### config.mk
export PLATFORM = sky130hd
export DESIGN_NAME = datetime_add_seconds_core_flat
export DESIGN_NICKNAME = d
export VERILOG_FILES = /design/src/design/dtas_pkg.sv /design/src/design/dtas_ifs.sv /design/src/design/datetime_add_seconds_core.sv /design/src/design/dtas_fifo.sv /design/src/design/dtas_front.sv /design/src/design/dtas_div.sv /design/src/design/dtas_back.sv /design/src/flat_wrapper.sv
export SDC_FILE = /design/constraint.sdc
export NUM_CORES = 1
export LEC_CHECK = 0
export BUFFER_PORTS_ARGS = -buffer_cell sky130_fd_sc_hd__buf_2
export CAP_MARGIN = 10
export CORE_MARGIN = 1.5
export CORE_UTILIZATION = 60
export CTS_CLUSTER_SIZE = 10
export DETAILED_ROUTE_END_ITERATION = 8
export GPL_TIMING_DRIVEN = 0
export MAX_ROUTING_LAYER = met4
export PLACE_DENSITY = 0.75
export SLEW_MARGIN = 20
export SYNTH_ARGS = -nofsm -noshare
export SYNTH_HDL_FRONTEND = slang
export SYNTH_SLANG_ARGS = --single-unit
### constraint.sdc
create_clock -name clock -period 18.3 [get_ports clock]
set_clock_uncertainty 0.2 [all_clocks]
set_input_delay 5.49 -clock clock [delete_from_list [all_inputs] [get_ports clock]]
set_output_delay 5.49 -clock clock [all_outputs]
set_load 0.02 [all_outputs]
### src/design/dtas_pkg.sv
// types, constants and calendar functions of the datetime add seconds core
`timescale 1ns / 1ps

package dtas_pkg;

   localparam int DELTA_WIDTH_DEF = 24;
   localparam int QUEUE_DEPTH_DEF = 2;

   localparam int YEAR_W   = 14;
   localparam int MONTH_W  = 4;
   localparam int DAY_W    = 5;
   localparam int HOUR_W   = 5;
   localparam int MINUTE_W = 6;
   localparam int SECOND_W = 6;

   typedef struct packed {
      logic [YEAR_W-1:0]   year;
      logic [MONTH_W-1:0]  month;
      logic [DAY_W-1:0]    day;
      logic [HOUR_W-1:0]   hour;
      logic [MINUTE_W-1:0] minute;
   } dtas_date_type;

   typedef struct packed {
      logic [YEAR_W-1:0]   year;
      logic [MONTH_W-1:0]  month;
      logic [DAY_W-1:0]    day;
      logic [HOUR_W-1:0]   hour;
      logic [MINUTE_W-1:0] minute;
      logic [SECOND_W-1:0] second;
   } dtas_result_type;

   // divider request: start pulse and divisor select
   typedef struct packed {
      logic start;
      logic by_24;
   } dtas_div_ctl_type;

   localparam logic [MONTH_W-1:0] MONTH_JAN = 4'd1;
   localparam logic [MONTH_W-1:0] MONTH_FEB = 4'd2;
   localparam logic [MONTH_W-1:0] MONTH_DEC = 4'd12;
   localparam logic [DAY_W-1:0]   DAY_FIRST = 5'd1;
   localparam logic [DAY_W-1:0]   BAD_MONTH_DAYS = 5'd30;
   localparam logic [DAY_W-1:0]   FEB_DAYS = 5'd28;
   localparam logic [DAY_W-1:0]   FEB_LEAP_DAYS = 5'd29;

   localparam logic [6:0] DIVISOR_60 = 7'd60;
   localparam logic [6:0] DIVISOR_24 = 7'd24;

   localparam logic [DAY_W-1:0] MONTH_DAYS [12] = '{
      5'd31, 5'd28, 5'd31, 5'd30, 5'd31, 5'd30,
      5'd31, 5'd31, 5'd30, 5'd31, 5'd30, 5'd31
   };

   // year / 25 by reciprocal, exact for every 14 bit year
   localparam int LEAP_SHIFT = 20;
   localparam logic [15:0] RECIP_25 = 16'(((1 << LEAP_SHIFT) + 24) / 25);

   function automatic logic is_leap(input logic [YEAR_W-1:0] year);
      logic [29:0] prod;
      logic [9:0]  quo;
      logic [YEAR_W-1:0] quo_x25;
      logic div25;
      prod    = 30'(year) * 30'(RECIP_25);
      quo     = prod[29:LEAP_SHIFT];
      quo_x25 = YEAR_W'({4'b0, quo} * 14'd25);
      div25   = (quo_x25 == year);
      return (year[1:0] == 2'b00) && (!div25 || (year[3:0] == 4'b0000));
   endfunction

   // days in a month, invalid months count as 30
   function automatic logic [DAY_W-1:0] days_of(input logic [YEAR_W-1:0] year,
                                                input logic [MONTH_W-1:0] month);
      logic [DAY_W-1:0] len;
      if (month < MONTH_JAN || month > MONTH_DEC) begin
         len = BAD_MONTH_DAYS;
      end else if (month == MONTH_FEB) begin
         len = is_leap(year) ? FEB_LEAP_DAYS : FEB_DAYS;
      end else begin
         len = MONTH_DAYS[month - MONTH_JAN];
      end
      return len;
   endfunction

endpackage

### src/design/dtas_ifs.sv
// request and response channel interfaces of the datetime add seconds core
`timescale 1ns / 1ps

interface dtas_req_if #(parameter int DELTA_WIDTH = dtas_pkg::DELTA_WIDTH_DEF) ();
   logic valid;
   logic ready;
   logic [dtas_pkg::YEAR_W-1:0]   year_in;
   logic [dtas_pkg::MONTH_W-1:0]  month_in;
   logic [dtas_pkg::DAY_W-1:0]    day_in;
   logic [dtas_pkg::HOUR_W-1:0]   hour_in;
   logic [dtas_pkg::MINUTE_W-1:0] minute_in;
   logic [dtas_pkg::SECOND_W-1:0] second_in;
   logic signed [DELTA_WIDTH-1:0] delta_seconds;

   modport source (output valid, year_in, month_in, day_in, hour_in, minute_in,
                   second_in, delta_seconds, input ready);
   modport sink (input valid, year_in, month_in, day_in, hour_in, minute_in,
                 second_in, delta_seconds, output ready);
endinterface

interface dtas_rsp_if ();
   logic valid;
   logic ready;
   logic [dtas_pkg::YEAR_W-1:0]   year_out;
   logic [dtas_pkg::MONTH_W-1:0]  month_out;
   logic [dtas_pkg::DAY_W-1:0]    day_out;
   logic [dtas_pkg::HOUR_W-1:0]   hour_out;
   logic [dtas_pkg::MINUTE_W-1:0] minute_out;
   logic [dtas_pkg::SECOND_W-1:0] second_out;

   modport source (output valid, year_out, month_out, day_out, hour_out, minute_out,
                   second_out, input ready);
   modport sink (input valid, year_out, month_out, day_out, hour_out, minute_out,
                 second_out, output ready);
endinterface

### src/design/datetime_add_seconds_core.sv
// top level of the datetime add seconds core
`timescale 1ns / 1ps

// Adds a signed number of seconds to a Gregorian date and time. Second, minute
// and hour are floor-normalized one after the other by a shared divider (60,
// 60, 24); the day carry that is left is then walked one calendar day per
// cycle with the Gregorian leap rule, years wrapping modulo 16384. An item with
// a nonzero offset passes three times in a row through the divider's two-stage
// reciprocal multiply, then through the day walk, to the response register. A
// zero offset skips the divider and returns the fields unchanged. The front
// stage accepts a word whenever the QUEUE_DEPTH-word queue has room, so up to
// QUEUE_DEPTH + 2 words can be in flight, and the response register lets the
// back part finish the next word while a response waits.

module datetime_add_seconds_core #(
   parameter int DELTA_WIDTH = dtas_pkg::DELTA_WIDTH_DEF,
   parameter int QUEUE_DEPTH = dtas_pkg::QUEUE_DEPTH_DEF
) (
   input  logic         clock,
   input  logic         reset,
   dtas_req_if.sink     req_if,
   dtas_rsp_if.source   rsp_if
);

   localparam int DATE_W  = $bits(dtas_pkg::dtas_date_type);
   localparam int ENTRY_W = DATE_W + DELTA_WIDTH + 2;

   // front to queue
   logic                    push;
   logic                    queue_full;
   dtas_pkg::dtas_date_type front_date;
   logic [DELTA_WIDTH:0]    front_sum;
   logic                    front_zero;
   logic [ENTRY_W-1:0]      push_word;

   // queue to back
   logic                    pop;
   logic                    queue_avail;
   logic [ENTRY_W-1:0]      pop_word;
   dtas_pkg::dtas_date_type entry_date;
   logic [DELTA_WIDTH:0]    entry_sum;
   logic                    entry_zero;

   // back to divider
   dtas_pkg::dtas_div_ctl_type div_ctl;
   logic [DELTA_WIDTH:0]       div_operand;
   logic                       div_done;
   logic [DELTA_WIDTH:0]       div_quo;
   logic [5:0]                 div_rem;

   dtas_pkg::dtas_result_type  rsp_data;

   // accept, pre-add the seconds, flag a zero offset
   dtas_front #(.DELTA_WIDTH(DELTA_WIDTH)) u_front (
      .req_if     (req_if),
      .queue_full (queue_full),
      .push       (push),
      .date       (front_date),
      .sum        (front_sum),
      .zero       (front_zero)
   );

   assign push_word = {front_zero, front_date, front_sum};

   // decouples acceptance from the multi-cycle back part
   dtas_fifo #(.WIDTH(ENTRY_W), .DEPTH(QUEUE_DEPTH)) u_fifo (
      .clock     (clock),
      .reset     (reset),
      .push      (push),
      .push_word (push_word),
      .full      (queue_full),
      .pop       (pop),
      .pop_word  (pop_word),
      .avail     (queue_avail)
   );

   assign {entry_zero, entry_date, entry_sum} = pop_word;

   // normalization sequencer, day walk and response register
   dtas_back #(.DELTA_WIDTH(DELTA_WIDTH)) u_back (
      .clock       (clock),
      .reset       (reset),
      .entry_avail (queue_avail),
      .entry_date  (entry_date),
      .entry_sum   (entry_sum),
      .entry_zero  (entry_zero),
      .entry_pop   (pop),
      .div_ctl     (div_ctl),
      .div_operand (div_operand),
      .div_done    (div_done),
      .div_quo     (div_quo),
      .div_rem     (div_rem),
      .rsp_valid   (rsp_if.valid),
      .rsp_ready   (rsp_if.ready),
      .rsp_data    (rsp_data)
   );

   // shared floor divider, reciprocal multiply then one correction
   dtas_div #(.DELTA_WIDTH(DELTA_WIDTH)) u_div (
      .clock   (clock),
      .reset   (reset),
      .ctl     (div_ctl),
      .operand (div_operand),
      .done    (div_done),
      .quo     (div_quo),
      .rem     (div_rem)
   );

   // response word
   assign rsp_if.year_out   = rsp_data.year;
   assign rsp_if.month_out  = rsp_data.month;
   assign rsp_if.day_out    = rsp_data.day;
   assign rsp_if.hour_out   = rsp_data.hour;
   assign rsp_if.minute_out = rsp_data.minute;
   assign rsp_if.second_out = rsp_data.second;

endmodule

### src/design/dtas_fifo.sv
// short word queue between the front and back parts
`timescale 1ns / 1ps

module dtas_fifo #(
   parameter int WIDTH = 8,
   parameter int DEPTH = dtas_pkg::QUEUE_DEPTH_DEF
) (
   input  logic             clock,
   input  logic             reset,
   input  logic             push,
   input  logic [WIDTH-1:0] push_word,
   output logic             full,
   input  logic             pop,
   output logic [WIDTH-1:0] pop_word,
   output logic             avail
);

   localparam int PTR_W = $clog2(DEPTH);
   localparam int CNT_W = $clog2(DEPTH + 1);

   logic [WIDTH-1:0] slot_ff [DEPTH];
   logic [PTR_W-1:0] wr_ptr_ff, wr_ptr_in;
   logic [PTR_W-1:0] rd_ptr_ff, rd_ptr_in;
   logic [CNT_W-1:0] count_ff, count_in;

   assign full     = (count_ff == CNT_W'(DEPTH));
   assign avail    = (count_ff != '0);
   assign pop_word = slot_ff[rd_ptr_ff];

   always_comb begin
      wr_ptr_in = wr_ptr_ff;
      rd_ptr_in = rd_ptr_ff;
      count_in  = count_ff;
      if (push) begin
         wr_ptr_in = (wr_ptr_ff == PTR_W'(DEPTH - 1)) ? '0 : wr_ptr_ff + PTR_W'(1);
      end
      if (pop) begin
         rd_ptr_in = (rd_ptr_ff == PTR_W'(DEPTH - 1)) ? '0 : rd_ptr_ff + PTR_W'(1);
      end
      if (push && !pop) begin
         count_in = count_ff + CNT_W'(1);
      end else if (pop && !push) begin
         count_in = count_ff - CNT_W'(1);
      end
   end

   always_ff @(posedge clock) begin
      if (reset) begin
         wr_ptr_ff <= '0;
         rd_ptr_ff <= '0;
         count_ff  <= '0;
      end else begin
         wr_ptr_ff <= wr_ptr_in;
         rd_ptr_ff <= rd_ptr_in;
         count_ff  <= count_in;
      end
   end

   always_ff @(posedge clock) begin
      if (push) begin
         slot_ff[wr_ptr_ff] <= push_word;
      end
   end

endmodule

### src/design/dtas_front.sv
// front part: takes request words, pre-adds the seconds and flags a zero offset
`timescale 1ns / 1ps

module dtas_front #(
   parameter int DELTA_WIDTH = dtas_pkg::DELTA_WIDTH_DEF
) (
   dtas_req_if.sink                 req_if,
   input  logic                     queue_full,
   output logic                     push,
   output dtas_pkg::dtas_date_type  date,
   output logic [DELTA_WIDTH:0]     sum,
   output logic                     zero
);

   localparam int SUM_W = DELTA_WIDTH + 1;

   assign req_if.ready = !queue_full;
   assign push         = req_if.valid && !queue_full;

   always_comb begin
      date.year   = req_if.year_in;
      date.month  = req_if.month_in;
      date.day    = req_if.day_in;
      date.hour   = req_if.hour_in;
      date.minute = req_if.minute_in;
      sum  = {req_if.delta_seconds[DELTA_WIDTH-1], req_if.delta_seconds}
           + {{(SUM_W - dtas_pkg::SECOND_W){1'b0}}, req_if.second_in};
      zero = (req_if.delta_seconds == '0);
   end

endmodule

### src/design/dtas_div.sv
// floor divider by 60 or 24, reciprocal multiply then one correction
`timescale 1ns / 1ps

module dtas_div #(
   parameter int DELTA_WIDTH = dtas_pkg::DELTA_WIDTH_DEF
) (
   input  logic                       clock,
   input  logic                       reset,
   input  dtas_pkg::dtas_div_ctl_type ctl,
   input  logic [DELTA_WIDTH:0]       operand,
   output logic                       done,
   output logic [DELTA_WIDTH:0]       quo,
   output logic [5:0]                 rem
);

   localparam int DW = DELTA_WIDTH;
   localparam logic [DW-1:0] RECIP_60 = DW'((64'd1 << DW) / 64'd60);
   localparam logic [DW-1:0] RECIP_24 = DW'((64'd1 << DW) / 64'd24);

   // stage a: magnitude and quotient estimate
   logic          valid_a_ff;
   logic          neg_a_ff, neg_a_in;
   logic          by24_a_ff;
   logic [DW-1:0] mag_a_ff, mag_a_in;
   logic [DW-1:0] qest_a_ff, qest_a_in;
   logic [2*DW-1:0] prod;

   // stage b: corrected result
   logic          done_ff;
   logic [DW:0]   quo_ff, quo_in;
   logic [5:0]    rem_ff, rem_in;

   logic [DW+5:0] q_ext, mag_ext, qd, r_full;
   logic [6:0]    dsor, r7, r_fix;
   logic [DW-1:0] q_fix;

   always_comb begin
      neg_a_in  = operand[DW];
      mag_a_in  = neg_a_in ? ~operand[DW-1:0] : operand[DW-1:0];
      prod      = {{DW{1'b0}}, mag_a_in} * {{DW{1'b0}}, (ctl.by_24 ? RECIP_24 : RECIP_60)};
      qest_a_in = prod[2*DW-1:DW];
   end

   always_comb begin
      q_ext   = {6'b0, qest_a_ff};
      mag_ext = {6'b0, mag_a_ff};
      qd      = by24_a_ff ? ((q_ext << 5) - (q_ext << 3)) : ((q_ext << 6) - (q_ext << 2));
      r_full  = mag_ext - qd;
      r7      = r_full[6:0];
      dsor    = by24_a_ff ? dtas_pkg::DIVISOR_24 : dtas_pkg::DIVISOR_60;
      if (r7 >= dsor) begin
         q_fix = qest_a_ff + DW'(1);
         r_fix = r7 - dsor;
      end else begin
         q_fix = qest_a_ff;
         r_fix = r7;
      end
      // negative operand went in as its complement
      if (neg_a_ff) begin
         quo_in = ~{1'b0, q_fix};
         rem_in = dsor[5:0] - 6'd1 - r_fix[5:0];
      end else begin
         quo_in = {1'b0, q_fix};
         rem_in = r_fix[5:0];
      end
   end

   always_ff @(posedge clock) begin
      if (reset) begin
         valid_a_ff <= 1'b0;
         done_ff    <= 1'b0;
      end else begin
         valid_a_ff <= ctl.start;
         done_ff    <= valid_a_ff;
      end
   end

   always_ff @(posedge clock) begin
      if (ctl.start) begin
         neg_a_ff  <= neg_a_in;
         by24_a_ff <= ctl.by_24;
         mag_a_ff  <= mag_a_in;
         qest_a_ff <= qest_a_in;
      end
      if (valid_a_ff) begin
         quo_ff <= quo_in;
         rem_ff <= rem_in;
      end
   end

   assign done = done_ff;
   assign quo  = quo_ff;
   assign rem  = rem_ff;

endmodule

### src/design/dtas_back.sv
// back part: sequences the three divisions, walks the day carry, holds the result
`timescale 1ns / 1ps

module dtas_back #(
   parameter int DELTA_WIDTH = dtas_pkg::DELTA_WIDTH_DEF
) (
   input  logic                        clock,
   input  logic                        reset,
   input  logic                        entry_avail,
   input  dtas_pkg::dtas_date_type     entry_date,
   input  logic [DELTA_WIDTH:0]        entry_sum,
   input  logic                        entry_zero,
   output logic                        entry_pop,
   output dtas_pkg::dtas_div_ctl_type  div_ctl,
   output logic [DELTA_WIDTH:0]        div_operand,
   input  logic                        div_done,
   input  logic [DELTA_WIDTH:0]        div_quo,
   input  logic [5:0]                  div_rem,
   output logic                        rsp_valid,
   input  logic                        rsp_ready,
   output dtas_pkg::dtas_result_type   rsp_data
);

   localparam int SUM_W   = DELTA_WIDTH + 1;
   localparam int CARRY_W = DELTA_WIDTH - 14;

   localparam logic [2:0] ST_IDLE     = 3'd0;
   localparam logic [2:0] ST_DIV_SEC  = 3'd1;
   localparam logic [2:0] ST_DIV_MIN  = 3'd2;
   localparam logic [2:0] ST_DIV_HOUR = 3'd3;
   localparam logic [2:0] ST_WALK     = 3'd4;

   logic [2:0] state_ff, state_in;

   logic [dtas_pkg::YEAR_W-1:0]   year_ff, year_in;
   logic [dtas_pkg::MONTH_W-1:0]  month_ff, month_in;
   logic [dtas_pkg::DAY_W-1:0]    day_ff, day_in;
   logic [dtas_pkg::HOUR_W-1:0]   hour_ff, hour_in;
   logic [dtas_pkg::MINUTE_W-1:0] minute_ff, minute_in;
   logic [dtas_pkg::SECOND_W-1:0] second_ff, second_in;
   logic [CARRY_W-1:0]            days_ff, days_in;

   logic                      out_valid_ff, out_valid_in;
   dtas_pkg::dtas_result_type out_ff, out_in;

   logic [dtas_pkg::DAY_W-1:0]   dim_cur, dim_prev;
   logic [dtas_pkg::MONTH_W-1:0] prev_month;
   logic [dtas_pkg::YEAR_W-1:0]  prev_year;
   logic                         out_free, days_pos, days_neg;

   always_comb begin
      dim_cur = dtas_pkg::days_of(year_ff, month_ff);
      if (month_ff > dtas_pkg::MONTH_JAN) begin
         prev_month = month_ff - 4'd1;
         prev_year  = year_ff;
      end else begin
         prev_month = dtas_pkg::MONTH_DEC;
         prev_year  = year_ff - 14'd1;
      end
      dim_prev = dtas_pkg::days_of(prev_year, prev_month);
      days_neg = days_ff[CARRY_W-1];
      days_pos = !days_neg && (days_ff != '0);
      out_free = !out_valid_ff || rsp_ready;
   end

   always_comb begin
      state_in     = state_ff;
      year_in      = year_ff;
      month_in     = month_ff;
      day_in       = day_ff;
      hour_in      = hour_ff;
      minute_in    = minute_ff;
      second_in    = second_ff;
      days_in      = days_ff;
      out_in       = out_ff;
      out_valid_in = out_valid_ff && !rsp_ready;
      entry_pop    = 1'b0;
      div_ctl      = '0;
      div_operand  = entry_sum;

      unique case (state_ff)
         ST_IDLE: begin
            if (entry_avail) begin
               entry_pop = 1'b1;
               year_in   = entry_date.year;
               month_in  = entry_date.month;
               day_in    = entry_date.day;
               hour_in   = entry_date.hour;
               minute_in = entry_date.minute;
               second_in = entry_sum[dtas_pkg::SECOND_W-1:0];
               days_in   = '0;
               if (entry_zero) begin
                  state_in = ST_WALK;
               end else begin
                  div_ctl.start = 1'b1;
                  state_in      = ST_DIV_SEC;
               end
            end
         end
         ST_DIV_SEC: begin
            div_operand = div_quo + {{(SUM_W - dtas_pkg::MINUTE_W){1'b0}}, minute_ff};
            if (div_done) begin
               second_in     = div_rem;
               div_ctl.start = 1'b1;
               state_in      = ST_DIV_MIN;
            end
         end
         ST_DIV_MIN: begin
            div_operand   = div_quo + {{(SUM_W - dtas_pkg::HOUR_W){1'b0}}, hour_ff};
            div_ctl.by_24 = 1'b1;
            if (div_done) begin
               minute_in     = div_rem;
               div_ctl.start = 1'b1;
               state_in      = ST_DIV_HOUR;
            end
         end
         ST_DIV_HOUR: begin
            if (div_done) begin
               hour_in  = div_rem[dtas_pkg::HOUR_W-1:0];
               days_in  = div_quo[CARRY_W-1:0];
               state_in = ST_WALK;
            end
         end
         ST_WALK: begin
            if (days_pos) begin
               days_in = days_ff - CARRY_W'(1);
               if (day_ff < dim_cur) begin
                  day_in = day_ff + 5'd1;
               end else begin
                  day_in = dtas_pkg::DAY_FIRST;
                  if (month_ff < dtas_pkg::MONTH_DEC) begin
                     month_in = month_ff + 4'd1;
                  end else begin
                     month_in = dtas_pkg::MONTH_JAN;
                     year_in  = year_ff + 14'd1;
                  end
               end
            end else if (days_neg) begin
               days_in = days_ff + CARRY_W'(1);
               if (day_ff > dtas_pkg::DAY_FIRST) begin
                  day_in = day_ff - 5'd1;
               end else begin
                  month_in = prev_month;
                  year_in  = prev_year;
                  day_in   = dim_prev;
               end
            end else if (out_free) begin
               out_in.year   = year_ff;
               out_in.month  = month_ff;
               out_in.day    = day_ff;
               out_in.hour   = hour_ff;
               out_in.minute = minute_ff;
               out_in.second = second_ff;
               out_valid_in  = 1'b1;
               state_in      = ST_IDLE;
            end
         end
         default: begin
            state_in = ST_IDLE;
         end
      endcase
   end

   always_ff @(posedge clock) begin
      if (reset) begin
         state_ff     <= ST_IDLE;
         out_valid_ff <= 1'b0;
      end else begin
         state_ff     <= state_in;
         out_valid_ff <= out_valid_in;
      end
   end

   always_ff @(posedge clock) begin
      year_ff   <= year_in;
      month_ff  <= month_in;
      day_ff    <= day_in;
      hour_ff   <= hour_in;
      minute_ff <= minute_in;
      second_ff <= second_in;
      days_ff   <= days_in;
      out_ff    <= out_in;
   end

   assign rsp_valid = out_valid_ff;
   assign rsp_data  = out_ff;

endmodule

### src/flat_wrapper.sv
// flat-port wrapper written by rule: the top's interface ports become plain ports
module datetime_add_seconds_core_flat 
#(
   parameter int DELTA_WIDTH = dtas_pkg::DELTA_WIDTH_DEF,
   parameter int QUEUE_DEPTH = dtas_pkg::QUEUE_DEPTH_DEF
)
  (clock, reset, req_if_valid, req_if_year_in, req_if_month_in, req_if_day_in, req_if_hour_in, req_if_minute_in, req_if_second_in, req_if_delta_seconds, req_if_ready, rsp_if_valid, rsp_if_year_out, rsp_if_month_out, rsp_if_day_out, rsp_if_hour_out, rsp_if_minute_out, rsp_if_second_out, rsp_if_ready);
  dtas_req_if #(.DELTA_WIDTH(DELTA_WIDTH)) req_if_i ();
  dtas_rsp_if rsp_if_i ();
  input  logic clock;
  input  logic reset;
  input wire logic [$bits(req_if_i.valid)-1:0] req_if_valid;
  input wire logic [$bits(req_if_i.year_in)-1:0] req_if_year_in;
  input wire logic [$bits(req_if_i.month_in)-1:0] req_if_month_in;
  input wire logic [$bits(req_if_i.day_in)-1:0] req_if_day_in;
  input wire logic [$bits(req_if_i.hour_in)-1:0] req_if_hour_in;
  input wire logic [$bits(req_if_i.minute_in)-1:0] req_if_minute_in;
  input wire logic [$bits(req_if_i.second_in)-1:0] req_if_second_in;
  input wire logic [$bits(req_if_i.delta_seconds)-1:0] req_if_delta_seconds;
  output wire logic [$bits(req_if_i.ready)-1:0] req_if_ready;
  output wire logic [$bits(rsp_if_i.valid)-1:0] rsp_if_valid;
  output wire logic [$bits(rsp_if_i.year_out)-1:0] rsp_if_year_out;
  output wire logic [$bits(rsp_if_i.month_out)-1:0] rsp_if_month_out;
  output wire logic [$bits(rsp_if_i.day_out)-1:0] rsp_if_day_out;
  output wire logic [$bits(rsp_if_i.hour_out)-1:0] rsp_if_hour_out;
  output wire logic [$bits(rsp_if_i.minute_out)-1:0] rsp_if_minute_out;
  output wire logic [$bits(rsp_if_i.second_out)-1:0] rsp_if_second_out;
  input wire logic [$bits(rsp_if_i.ready)-1:0] rsp_if_ready;
  assign req_if_i.valid = req_if_valid;
  assign req_if_i.year_in = req_if_year_in;
  assign req_if_i.month_in = req_if_month_in;
  assign req_if_i.day_in = req_if_day_in;
  assign req_if_i.hour_in = req_if_hour_in;
  assign req_if_i.minute_in = req_if_minute_in;
  assign req_if_i.second_in = req_if_second_in;
  assign req_if_i.delta_seconds = req_if_delta_seconds;
  assign req_if_ready = req_if_i.ready;
  assign rsp_if_valid = rsp_if_i.valid;
  assign rsp_if_year_out = rsp_if_i.year_out;
  assign rsp_if_month_out = rsp_if_i.month_out;
  assign rsp_if_day_out = rsp_if_i.day_out;
  assign rsp_if_hour_out = rsp_if_i.hour_out;
  assign rsp_if_minute_out = rsp_if_i.minute_out;
  assign rsp_if_second_out = rsp_if_i.second_out;
  assign rsp_if_i.ready = rsp_if_ready;
  datetime_add_seconds_core #(.DELTA_WIDTH(DELTA_WIDTH), .QUEUE_DEPTH(QUEUE_DEPTH)) u_core (.clock(clock), .reset(reset), .req_if(req_if_i), .rsp_if(rsp_if_i));
endmodule
==> impl_metrics.py <==
metrics = {
    "drt": {
        "routed_wl_microns": 83900,
        "dr_wl_met2_microns": 41700,
        "wire_per_inst_microns": 20.4,
        "avgViaCountPerCell": 5.65,
        "met1_length_microns": 33900,
        "wl_met3_microns": 4000,
        "drt-initial-drc-count": 1496,
        "vias": 23204,
        "dr.pass1.iters": 5,
        "postRouteAntennaNets": 0,
        "top_layer": "met4",
        "drc_errors": 0,
    },
    "synthesis": {
        "synthAdderAreaFrac_pct": 41.1,
        "muxShareOfSynthArea_pct": 2.08,
        "synth_xor_area_share_pct": 7.03,
        "yosysMostFrequentCell": "inv_1",
        "synth-compound-area-share_pct": 7.80,
        "synthTopCellsByCount": "626 x inv_1, 528 x ha_1, 346 x fa_1",
        "synth_top_family_by_area": "adder cells",
        "synth_top_area_share_pct": 24.4,
        "ys.flop_type": "edfxtp_1",
        "netlist_top_cells_area": "edfxtp_1 24%, fa_1 21%, ha_1 20%",
        "synth_cells": 3184,
        "synth.cell_area_sq_um": 32900,
        "netlist.top_cell.by_area": "edfxtp_1",
        "ys_seq_area_share_pct": 25.0,
        "synth_edf_count": 267,
        "ys_seq_elements": 278,
        "async_flop_share_pct": 0,
        "synth.distinct_cells": 78,
        "ys_warn_count": 0,
        "synth_area_per_cell_sq_um": 10.3,
        "synthSimpleGateAreaFrac_pct": 8.33,
    },
    "critical_path": {
        "cp_num_buf_inv": 11,
        "cp_max_fo": 10,
        "arrival_ns": 12.89,
        "cp-end-kind": "flop",
        "reg2reg_from": "u_core.u_back.state_ff[2]$_SDFFE_PP0P_",
        "rr_endpoint": "u_core.u_div.qest_a_ff[14]$_DFFE_PP_",
        "crit_type": "flop to flop",
        "rrSetupSlack_ns": 5.59,
        "cp-start-kind": "flop",
        "cpMaxStageDelayCell": "buf_1",
        "worstRegToRegCells": 42,
        "cp_data_required_time_ns": 18.48,
        "critPathTopFamily": "adder cells",
        "max_stage_delay_ns": 0.68,
    },
    "timing": {
        "fin_tns_setup_ns": 0,
        "maxSlewHeadroom_pct": 33.2,
        "finalCritPeriodShare_pct": 69.5,
        "setup_viol": 0,
        "worstMarginPinSlew_ns": 0.992,
        "rsz0062_at_grt": "no",
        "min_period_ns": 12.71,
        "whs_ns": 0.217,
        "finalMaxSlewViolations": 0,
        "report.final.hold_viol_count": 0,
        "fmaxAchievable_ghz": 0.0787,
    },
    "die": {
        "dieArea_sq_um": 56300,
        "ios": 110,
        "row_count": 85,
        "coreArea_sq_um": 54000,
        "die_w_microns": 237,
        "fp.dieH_microns": 237,
        "start_util_pct": 60.9,
    },
    "layout": {
        "layout-drive-gt1-share_pct": 6.45,
        "syn2layout_area_growth_pct": 8.61,
        "diodes": 0,
        "nets": 4333,
    },
    "cts": {
        "numClockSinks": 278,
        "cts-resized-gates": 0,
        "cts.clk_slew.worst_paths_ns": 0.06,
        "cts_setup_buffers": 0,
        "cts-root-buf": "clkbuf_16",
        "cts.hold.buffers_added": 0,
        "cts_buffers": 35,
        "htreeDepth": 2,
        "clock_latency_ns": 0.56,
        "ctsLongestPathBuffers": 3,
        "cts_tree": "built",
    },
    "global_route": {
        "antenna_found_initial": 1,
        "grt_pass1_wl_microns": 132000,
        "grt_max_degree": 32,
        "grt_usage_pct": 31.6,
        "grt_overflow_total": 0,
        "grt_pass1_vias": 24354,
    },
    "place": {
        "dp_hpwl_microns": 69900,
        "port_buffers": 109,
        "gp_congestion": 0.964,
    },
    "job": {
        "cap_viol_max_count": 0,
    },
    "hold_path": {
        "holdPathStages": 0,
        "hp-class": "flop to flop",
        "holdCritStartpoint": "u_core.u_back.second_ff[5]$_DFFE_PP_",
        "min_to": "u_core.u_back.rsp_data[5]$_DFFE_PP_",
    },
    "run_status": {
        "outcome": "finished, final reports clean",
    },
}
## stage by stage
step,area (sq um),setup WS [ns],util [%],instances
finish,35700,5.59,66.2,4105
global placement,34500,4.25,63.9,4040
detailed placement,34700,5.75,64.2,4050
global route,35700,5.00,66.2,4105
floorplan,33100,8.47,-,3235
CTS,35700,5.68,66.1,4105
## worst register-to-register path: cells and delay by family, from the launching register on
| kind | cells | cell delay [ns] |
|---|---|---|
| compound gates | 12 | 3.30 |
| flops | 1 | 0.37 |
| buf+inv | 11 | 2.24 |
| simple gates | 8 | 1.56 |
| xor+xnor | 1 | 0.50 |
| fa+ha+maj | 10 | 4.36 |
## layout make-up
type / count / area [sq um]
repair buffers: 119 / 671
plain buffers: 110 / 470
well taps: 696 / 871
clock buffers: 47 / 921
multi-input cells: 2220 / 22100
inverters: 627 / 2350
clock inverters: 8 / 131
fillers: 4305 / 18300
flip-flops and latches: 278 / 8240
## cell families (layout without fill, tap and decap cells)
family          after synthesis  in the layout
other cells                   2             53
flops                       278            278
simple gates                566            566
buf+inv                     737            911
xor+xnor                    258            258
compound gates              401            401
fa+ha+maj                   874            874
mux                          68             68
## state kept, by name, summed over array words and instances (netlist names), 7 cells and up, named ones only
| register | cells |
|---|---|
| u_core.u_back.days_ff | 10 |
| u_core.u_back.rsp_data | 40 |
| u_core.u_back.year_ff | 14 |
| u_core.u_div.mag_a_ff | 7 |
| u_core.u_div.qest_a_ff | 20 |
| u_core.u_div.quo | 22 |
| u_core.u_fifo.slot_ff | 120 |
## layer usage
metal,vias to the layer above,global-route usage (%)
li1,10903,-
met3,207,3.37
met1,11383,38.1
met2,711,54.2
met4,0,13.6
met5,-,-
## worst max path at each step
stage,start,to,slack [ns],cells past startpoint
floorplan,u_core.u_back.year_ff[12]$_DFFE_PP_,u_core.u_back.year_ff[0]$_DFFE_PP_,8.47,32
global placement,u_core.u_back.year_ff[12]$_DFFE_PP_,u_core.u_back.year_ff[12]$_DFFE_PP_,4.25,32
detailed placement,u_core.u_back.state_ff[2]$_SDFFE_PP0P_,u_core.u_div.qest_a_ff[14]$_DFFE_PP_,5.75,39
CTS,u_core.u_back.state_ff[2]$_SDFFE_PP0P_,u_core.u_div.qest_a_ff[14]$_DFFE_PP_,5.68,39
global route,u_core.u_back.state_ff[2]$_SDFFE_PP0P_,u_core.u_div.qest_a_ff[14]$_DFFE_PP_,5.00,42
finish,u_core.u_back.state_ff[2]$_SDFFE_PP0P_,u_core.u_div.qest_a_ff[14]$_DFFE_PP_,5.59,42
## placed cells by master (no fill, tap or decap), types with 10 or more instances in the layout
master     instances
inv_1            626
ha_1             528
fa_1             346
edfxtp_1         267
nand2_1          178
xnor2_1          176
nor2_1           134
buf_2            116
o21ai_0          111
clkbuf_1         100
a21oi_1           92
xor2_1            77
mux2i_1           65
nand3_1           55
conb_1            53
clkbuf_16         35
nor3_1            32
o211ai_1          24
a21o_1            23
and3_1            22
nand4_1           21
o21a_1            20
nor2b_1           19
and2_1            18
nand2b_1          17
a31oi_1           16
o31ai_1           16
nor4_1            16
a211oi_1          15
a21boi_0          11
o21bai_1          10
dfxtp_1           10
Power is left out: the tool's default activity adds up to more than one toggle a clock period on the data nets, which glitch-free logic cannot reach.
